**src/sv/dq_pkg.sv**
```systemverilog
package dq_pkg;

    localparam int DEPTH_DEF      = 16;
    localparam int DATA_WIDTH_DEF = 32;
    localparam int VALUE_W        = 32;
    localparam int OCC_W          = 5;

    typedef enum logic [1:0] {
        ACT_PUSH_FRONT = 2'd0,
        ACT_PUSH_BACK  = 2'd1,
        ACT_POP_FRONT  = 2'd2,
        ACT_POP_BACK   = 2'd3
    } action_t;

    typedef enum logic [1:0] {
        ST_OK        = 2'd0,
        ST_UNDERFLOW = 2'd1,
        ST_OVERFLOW  = 2'd2
    } status_t;

    typedef struct packed {
        action_t                    action;
        logic signed [VALUE_W-1:0]  value;
    } in_beat_t;

    typedef struct packed {
        logic signed [VALUE_W-1:0]  popped;
        status_t                    status;
        logic [OCC_W-1:0]           occupancy;
        logic                       empty_res;
    } out_beat_t;

    typedef struct packed {
        logic push_front;
        logic pop_front;
        logic push_back;
    } cell_ctrl_t;

endpackage

```
**src/sv/double_ended_queue.sv**
```systemverilog
// Deque as a row of DEPTH shifting cells; the front entry always sits in cell 0.
// The result of an accepted input beat appears in the output register in the next cycle.
// Throughput: 1 beat per cycle; a stalled output holds the input off.
// Pop back reads the tail cell through a one-hot select across the row.
// Reset (rst_n low, async): deque empty, output register invalid; cell data is not cleared.
module double_ended_queue
    import dq_pkg::*;
#(
    parameter int DEPTH      = DEPTH_DEF,
    parameter int DATA_WIDTH = DATA_WIDTH_DEF
)
(
    input  logic      clk,
    input  logic      rst_n,
    input  logic      in_valid,
    output logic      in_stall,
    input  in_beat_t  in_beat,
    output logic      out_valid,
    input  logic      out_stall,
    output out_beat_t out_beat
);

    localparam int CNT_W = $clog2(DEPTH + 1);

    logic [CNT_W-1:0]             count_reg;
    logic [CNT_W-1:0]             count_next;
    logic                         out_valid_reg;
    out_beat_t                    out_beat_reg;
    out_beat_t                    out_beat_next;
    cell_ctrl_t                   ctrl;
    logic                         take;
    logic                         is_full;
    logic                         no_entries;
    status_t                      status;
    logic signed [DATA_WIDTH-1:0] push_word;
    logic signed [DATA_WIDTH-1:0] pop_word;
    logic signed [DATA_WIDTH-1:0] tail_word;
    logic signed [DATA_WIDTH-1:0] cell_word [DEPTH];
    logic signed [DATA_WIDTH-1:0] cell_tap  [DEPTH];

    assign in_stall   = out_valid_reg && out_stall;
    assign take       = in_valid && !in_stall;
    assign is_full    = (count_reg == CNT_W'(DEPTH));
    assign no_entries = (count_reg == '0);
    assign push_word  = DATA_WIDTH'(in_beat.value);

    for (genvar i = 0; i < DEPTH; i++)
    begin : g_cell
        logic signed [DATA_WIDTH-1:0] lower;
        logic signed [DATA_WIDTH-1:0] upper;

        if (i == 0)
        begin : g_first
            assign lower = push_word;
        end
        else
        begin : g_mid_lo
            assign lower = cell_word[i-1];
        end

        if (i == DEPTH - 1)
        begin : g_last
            assign upper = cell_word[i];
        end
        else
        begin : g_mid_hi
            assign upper = cell_word[i+1];
        end

        dq_cell #(
            .DATA_WIDTH (DATA_WIDTH),
            .CNT_W      (CNT_W),
            .INDEX      (i)
        ) u_cell (
            .clk        (clk),
            .ctrl       (ctrl),
            .count      (count_reg),
            .push_word  (push_word),
            .from_lower (lower),
            .from_upper (upper),
            .word       (cell_word[i]),
            .tail_tap   (cell_tap[i])
        );
    end

    always_comb
    begin
        tail_word = '0;
        for (int i = 0; i < DEPTH; i++)
        begin
            tail_word = tail_word | cell_tap[i];
        end
    end

    always_comb
    begin
        ctrl       = '0;
        count_next = count_reg;
        status     = ST_OK;
        pop_word   = '0;
        if (take)
        begin
            unique case (in_beat.action)
                ACT_PUSH_FRONT:
                begin
                    if (is_full)
                    begin
                        status = ST_OVERFLOW;
                    end
                    else
                    begin
                        ctrl.push_front = 1'b1;
                        count_next      = count_reg + 1'b1;
                    end
                end
                ACT_PUSH_BACK:
                begin
                    if (is_full)
                    begin
                        status = ST_OVERFLOW;
                    end
                    else
                    begin
                        ctrl.push_back = 1'b1;
                        count_next     = count_reg + 1'b1;
                    end
                end
                ACT_POP_FRONT:
                begin
                    if (no_entries)
                    begin
                        status = ST_UNDERFLOW;
                    end
                    else
                    begin
                        ctrl.pop_front = 1'b1;
                        pop_word       = cell_word[0];
                        count_next     = count_reg - 1'b1;
                    end
                end
                ACT_POP_BACK:
                begin
                    if (no_entries)
                    begin
                        status = ST_UNDERFLOW;
                    end
                    else
                    begin
                        pop_word   = tail_word;
                        count_next = count_reg - 1'b1;
                    end
                end
                default:
                begin
                    status = ST_OK;
                end
            endcase
        end
    end

    always_comb
    begin
        out_beat_next.popped    = VALUE_W'(pop_word);
        out_beat_next.status    = status;
        out_beat_next.occupancy = OCC_W'(count_next);
        out_beat_next.empty_res = (count_next == '0);
    end

    always_ff @(posedge clk or negedge rst_n)
    begin
        if (!rst_n)
        begin
            count_reg     <= '0;
            out_valid_reg <= 1'b0;
        end
        else
        begin
            count_reg <= count_next;
            if (!in_stall)
            begin
                out_valid_reg <= in_valid;
            end
        end
    end

    always_ff @(posedge clk)
    begin
        if (take)
        begin
            out_beat_reg <= out_beat_next;
        end
    end

    assign out_valid = out_valid_reg;
    assign out_beat  = out_beat_reg;

    a_count_bound: assert property (@(posedge clk) disable iff (!rst_n)
        count_reg <= CNT_W'(DEPTH))
        else $error("entry count above depth");

    a_overflow: assert property (@(posedge clk) disable iff (!rst_n)
        take && is_full
            && (in_beat.action == ACT_PUSH_FRONT || in_beat.action == ACT_PUSH_BACK)
        |=> out_beat_reg.status == ST_OVERFLOW && $stable(count_reg))
        else $error("full push not flagged or state changed");

    a_underflow: assert property (@(posedge clk) disable iff (!rst_n)
        take && no_entries
            && (in_beat.action == ACT_POP_FRONT || in_beat.action == ACT_POP_BACK)
        |=> out_beat_reg.status == ST_UNDERFLOW && out_beat_reg.popped == '0
            && count_reg == '0)
        else $error("empty pop not flagged or state changed");

    a_occ_tracks: assert property (@(posedge clk) disable iff (!rst_n)
        take |=> out_beat_reg.occupancy == OCC_W'(count_reg))
        else $error("reported occupancy differs from entry count");

endmodule

```
**src/sv/dq_cell.sv**
```systemverilog
module dq_cell
    import dq_pkg::*;
#(
    parameter int DATA_WIDTH = DATA_WIDTH_DEF,
    parameter int CNT_W      = 5,
    parameter int INDEX      = 0
)
(
    input  logic                         clk,
    input  cell_ctrl_t                   ctrl,
    input  logic [CNT_W-1:0]             count,
    input  logic signed [DATA_WIDTH-1:0] push_word,
    input  logic signed [DATA_WIDTH-1:0] from_lower,
    input  logic signed [DATA_WIDTH-1:0] from_upper,
    output logic signed [DATA_WIDTH-1:0] word,
    output logic signed [DATA_WIDTH-1:0] tail_tap
);

    logic signed [DATA_WIDTH-1:0] word_reg;
    logic signed [DATA_WIDTH-1:0] word_next;
    logic                         is_next_free;
    logic                         is_tail;

    assign is_next_free = (count == CNT_W'(INDEX));
    assign is_tail      = (count == CNT_W'(INDEX + 1));

    always_comb
    begin
        word_next = word_reg;
        priority if (ctrl.push_front)
        begin
            word_next = from_lower;
        end
        else if (ctrl.pop_front)
        begin
            word_next = from_upper;
        end
        else if (ctrl.push_back && is_next_free)
        begin
            word_next = push_word;
        end
        else
        begin
            word_next = word_reg;
        end
    end

    always_ff @(posedge clk)
    begin
        word_reg <= word_next;
    end

    assign word     = word_reg;
    assign tail_tap = is_tail ? word_reg : '0;

endmodule

```
**config.mk**
```make
export PLATFORM = sky130hd
export DESIGN_NAME = double_ended_queue
export DESIGN_NICKNAME = d
export VERILOG_FILES = /design/src/sv/dq_pkg.sv /design/src/sv/double_ended_queue.sv /design/src/sv/dq_cell.sv
export SDC_FILE = /design/constraint.sdc
export NUM_CORES = 1
export LEC_CHECK = 0
export BUFFER_PORTS_ARGS = -buffer_cell sky130_fd_sc_hd__buf_2
export CAP_MARGIN = 0
export CORE_UTILIZATION = 50
export DETAILED_ROUTE_END_ITERATION = 6
export PLACE_DENSITY = 0.71
export SYNTH_ARGS = -nofsm -noshare
export SYNTH_HDL_FRONTEND = slang
export SYNTH_SLANG_ARGS = --single-unit
```
**constraint.sdc**
```tcl
create_clock -name clk -period 5.9 [get_ports clk]
set_input_delay 1.18 -clock clk [delete_from_list [all_inputs] [get_ports clk]]
set_output_delay 1.18 -clock clk [all_outputs]
set_load 0.005 [all_outputs]
```
# Word level (Yosys, flattened, before mapping)
# Index checks and enable logic that the tools add are counted.
# word_totals
reg_bits,558
input_bits,38
out_inout_bits,42
word_cells,180
# op_classes
add_sub_neg,2
eq_ne,20
n_mux,80
bitwise_logic,15
reduce_logical,41
# op_table
operator,count
32-bit two-way mux,66
32-bit OR,15
32-bit case mux with 2 select lines,1
3-bit nonzero test,15
"5-bit by 4-bit == test with 1-bit output, second input constant",8
"5-bit by 3-bit == test with 1-bit output, second input constant",4
1-bit logical AND,18
5-bit two-way mux,3
"5-bit by 2-bit == test with 1-bit output, second input constant",2
5-bit zero test,2
5-bit case mux with 2 select lines,1
1-bit two-way mux,6
"5-bit by 1-bit adder with 5-bit output, second input constant",1
"5-bit by 1-bit == test with 1-bit output, second input constant",1
"5-bit == test, second input constant",1
"5-bit by 1-bit subtractor with 5-bit output, second input constant",1
"2-bit == test, second input constant",2
2-bit case mux with 2 select lines,1
2-bit OR reduction,2
3-bit two-way mux,1
"2-bit by 1-bit == test with 1-bit output, second input constant",1
2-bit zero test,1
2-bit two-way mux,1
"2-bit by 1-bit != test with 1-bit output, second input constant",1
3 further kinds,3

# Depth between registers and ports, before layout
# depth
depth_word,19
mapped_depth,12
ltp_nobuf,7

# Cells and area by module
# A second synthesis with hierarchy kept.
# unflattened
hier_cells,3601
hier_area_um2,36854.1
# modules_own_cells
module,instances,cells_per_inst,area_per_inst_um2,seq_area_each_um2
dq_cell at g_cell[10].u_cell ...,3,215,2217.1,960.9
dq_cell at g_cell[2].u_cell ...,3,215,2117.0,960.9
dq_cell at g_cell[5].u_cell ...,2,215,2170.8,960.9
double_ended_queue,1,300,3017.9,1351.3
dq_cell at g_cell[11].u_cell,1,214,2175.8,960.9
dq_cell at g_cell[1].u_cell,1,215,2169.6,960.9
dq_cell at g_cell[15].u_cell,1,182,2115.8,960.9
dq_cell at g_cell[7].u_cell,1,182,2114.5,960.9
dq_cell at g_cell[13].u_cell,1,214,2067.0,960.9
dq_cell at g_cell[14].u_cell,1,214,2044.5,960.9
dq_cell at g_cell[3].u_cell,1,180,1904.3,960.9
dq_cell at g_cell[0].u_cell,1,180,1900.6,960.9

# Least setup slack after synthesis
# Ideal clock, no wire load.
# synth_path
path_kind,in2reg
startpoint,in in_valid
endpoint,reg g_cell[8].u_cell.word_reg[0] (enable)
setup_ps,470
t_arrival_ps,4555
required_time_ps,5430
path_slack_ps,874
stages,5
n_path_buf,1
cell_sequence,a21bo_2 -> clkbuf_1 -> nor3_2 -> nand2_1 -> o31ai_1
# synth_via
elab_chain_cells,4
# synth_rtl
element,line,source
from (decl),double_ended_queue.sv:15,"input logic in_valid,"
1-bit logical AND *,double_ended_queue.sv:42,assign take = in_valid && !in_stall;
3-bit two-way mux *,double_ended_queue.sv:101,if (take)
1-bit logical AND,dq_cell.sv:38,else if (ctrl.push_back && is_next_free)
3-bit nonzero test (no line) *,--,
to (signal assigned),dq_cell.sv:50,word_reg <= word_next;
to (decl),dq_cell.sv:19,logic signed [DATA_WIDTH-1:0] word_reg;
# Mark *: on every way between the ends. The rest lies on a longest branch, timed or not.
# A chain may end at the register's enable or synchronous reset.

# Worst setup path in the final report
# layout_path
startpoint,reg count_reg[2]
endpoint,reg g_cell[7].u_cell.word_reg[21] (enable)
# layout_via
elab_chain_cells,6
word_cells_on_any_way,11
classes_between,eq/ne (2); mux (6); reduce/logical (3)
# layout_rtl
element,line,source
from (decl),double_ended_queue.sv:25,logic [CNT_W-1:0] count_reg;
from (signal assigned),double_ended_queue.sv:178,count_reg <= count_next;
5-bit == test,double_ended_queue.sv:43,assign is_full = (count_reg == CNT_W'(DEPTH));
1-bit two-way mux,"double_ended_queue.sv:106, double_ended_queue.sv:118",
1-bit two-way mux,double_ended_queue.sv:103,unique case (in_beat.action)
3-bit two-way mux,double_ended_queue.sv:101,
1-bit logical AND,dq_cell.sv:38,
3-bit nonzero test (no line) *,--,
to (signal assigned),dq_cell.sv:50,
to (decl),dq_cell.sv:19,
# Marks and branches as above.

==> impl_metrics.ini <==
[critical_path]
critPathTopFamily = buffers and inverters
slowest_stage = buf_4
regToRegSetupSlack_ns = 1.69
path_max_fanout = 53
worst_setup_path_start_kind = flop
cp_cell_sequence = buf_4 > or3b_2 > nor2_1 > a21o_2 > buf_4
end_kind = flop
worstPathArrival_ns = 4.48
cp.required_ns = 6.16
r2r-start = count_reg[2]
r2r-end = g_cell[7].u_cell.word[21]
cp_slowest_stage_delay_ns = 0.91
crit_cells = 5
crit_path_frequent_cell = buf_4
cp_num_buf_inv = 2
path_class = reg2reg
r2r_cells = 5

[timing]
finalHoldViolations = 0
setup_ws_ns = 1.69
skew_ns = 0.0254
setup_violations = 0
fmax_mhz = 237
max_slew.worst_pin.slew_ns = 1.39
finalMaxSlewViolations = 0
rsz0062_at_grt = no
fin_crit_sh_pct = 71.4
relSlewSlack_pct = 6.92
finalCriticalPeriod_ns = 4.21
timing.setup.tns_ns = 0

[flow_run]
maxCapViolCount = 0

[cts]
post-cts-setup-buffers = 0
worstSkewPairLatency_ns = 0.64
cts.htree.levels = 2
clockBufferDepth = 3
cts.sinks = 558
cts_resized = 0
clkTransAtPathRegs_ns = 0.06
cts_inserted_buffers = 58
cts_tree = done
root_buffer = clkbuf_16
holdBufCountCts = 0

[placed_design]
dp_slack_ns = 1.72
routabilityCongestion = 0.861
dpl.hpwl_um = 47000
dp_cells = 2601
portBuffers = 79

[global_route]
gr-total-overflow = 0
antenna_found_initial = 1
grt_use_met3_pct = 6.30
grt-busiest-layer = met1
use_met2_pct = 44.0
grt_usage_pct = 30.4
grtUsageMet1_pct = 44.3
grt_max_degree = 246
grt_pass1_wl_um = 128000
first_global_vias = 19500

[logic_synthesis]
synthAdderAreaFrac_pct = 0.274
synth_top_family_by_area = compound AO/OA/AOI/OAI gates
synth_cell_type_count = 60
synth_edf_count = 552
netlist_instances = 2048
syn_area_per_cell_um2 = 13.4
synth_xor_area_share_pct = 0.0959
syn-cell-area_um2 = 27400
synthSimpleGateAreaFrac_pct = 5.92
syn_nets = 2092
synthMuxAreaShare_pct = 3.05
ys_ff_latch = 558
synth_compound_area_share_pct = 25.1
ys_dominant_reg_cell = edfxtp_1
async_reset_ff_share_pct = 1.08
ys_warn_count = 0
ys_seq_area_share_pct = 61.0

[floorplan]
row_count = 85
die-area_um2 = 55800
die_w_um = 236
pin_count = 80
core_area_um2 = 54000
die_h_um = 236
start_util_pct = 50.7

[route]
wl_per_cell_um = 32.1
drt_wl_total_um = 86900
drc_errors = 10
drtAntennaViolNets = 0
drtPass1Iterations = 7
via_per_inst = 7.73
first_iter_violations = 3353
vias = 20900

[cells_and_area]
stdcell_count = 2708
largest_reg_flops = 512
finalNetCount = 2009
antenna_cells = 0
drive_above_1_share_pct = 12.4
area_growth_pct = 8.87

[status]
violations = DRC
status = finished with violations

[power_and_ir_drop]
powerDensity_nw_per_um2 = 384
total_power_mw = 11.5
power_leakage_nw = 10.4
peakVddDrop_uv = 290

[min_path]
worstHoldPathType = in2async
## cell usage in the layout, fill, tap and decap left out, types with 15 or more instances in the layout
cell and n:
nor2_1 40, o21ai_0 22, clkbuf_16 58, a22o_1 32, clkinv_1 15, mux2i_1 78
a21oi_1 19, buf_2 79, nand3_1 17, a211oi_1 31, nand2_1 203, edfxtp_1 552
and2_1 19, buf_4 38, and3_1 35, a221oi_1 45, a22oi_1 45, a21o_1 15
a31oi_1 32, o22ai_1 30, a221o_1 449
## layout make-up
| type | instances | area [um^2] |
|---|---|---|
| fillers | 4366 | 24200 |
| flip-flops and latches | 558 | 16700 |
| multi-input cells | 1221 | 9560 |
| clock buffers | 68 | 1490 |
| well taps | 696 | 871 |
| repair buffers | 122 | 781 |
| clock inverters | 39 | 382 |
| inverters | 4 | 15.0 |
## metrics by stage
step | util, % | hold slack (ns) | area (um^2)
detailed placement | 51.8 | 0.560 | 28000
finish | 55.2 | 0.380 | 29800
floorplan | - | 0.521 | 27400
CTS | 55.2 | 0.361 | 29800
global route | 55.2 | 0.383 | 29800
global placement | 51.8 | 0.553 | 28000
## kinds of logic (layout without fill, tap and decap cells)
logic type,Yosys count,in the layout
AO/OA/AOI/OAI,772,772
XOR/XNOR,3,3
adder cells (fa/ha/maj),6,6
buffers and inverters,269,233
flip-flops,558,558
multiplexers,83,83
AND/OR/NAND/NOR,357,357
## synthesized netlist by cell type (4+ instances only)
cell type  instances  area [um^2]
a211oi_1          31          233
a21boi_0          14          105
a21o_1            21          158
a21oi_1           19         95.1
a221o_1          449         4490
a221oi_1          45          394
a22o_1            32          280
a22oi_1           45          338
a31oi_1           32          200
and2_1            20          125
and3_1            35          219
buf_1              8         30.0
buf_2             94          470
buf_4             15          113
buf_6              8         90.1
clkbuf_1         139          522
dfrtp_1            6          150
edfxtp_1         552        16600
ha_1               6         75.1
inv_1              4         15.0
mux2_2             5         56.3
mux2i_1           78          781
nand2_1          213          800
nand3_1           17         85.1
nor2_1            40          150
nor2b_1            4         25.0
o21ai_0           23          115
o221ai_1          14          123
o22ai_1           30          188
## how the worst max path moves through the flow
stage,startpoint,endpoint
global placement,out_stall,g_cell[12].u_cell.word[13]
finish,count_reg[2],g_cell[7].u_cell.word[21]
detailed placement,out_stall,g_cell[12].u_cell.word[13]
floorplan,in_valid,g_cell[8].u_cell.word[0]
global route,count_reg[1],g_cell[6].u_cell.word[27]
CTS,count_reg[2],g_cell[4].u_cell.word[17]
## routing by layer
metal,wire [um],vias to the layer above
met2,37100,1777
met3,11500,301
li1,-,8503
met4,4150,4
met5,27,-
met1,34100,10300
## where the power goes
group          internal (mW)  switching [mW]  total (mW)
logic                  0.907            1.67        2.58
registers               4.86           0.338        5.19
clock network           2.10            1.58        3.69
No activity file was read; power rests on OpenSTA's default activity.
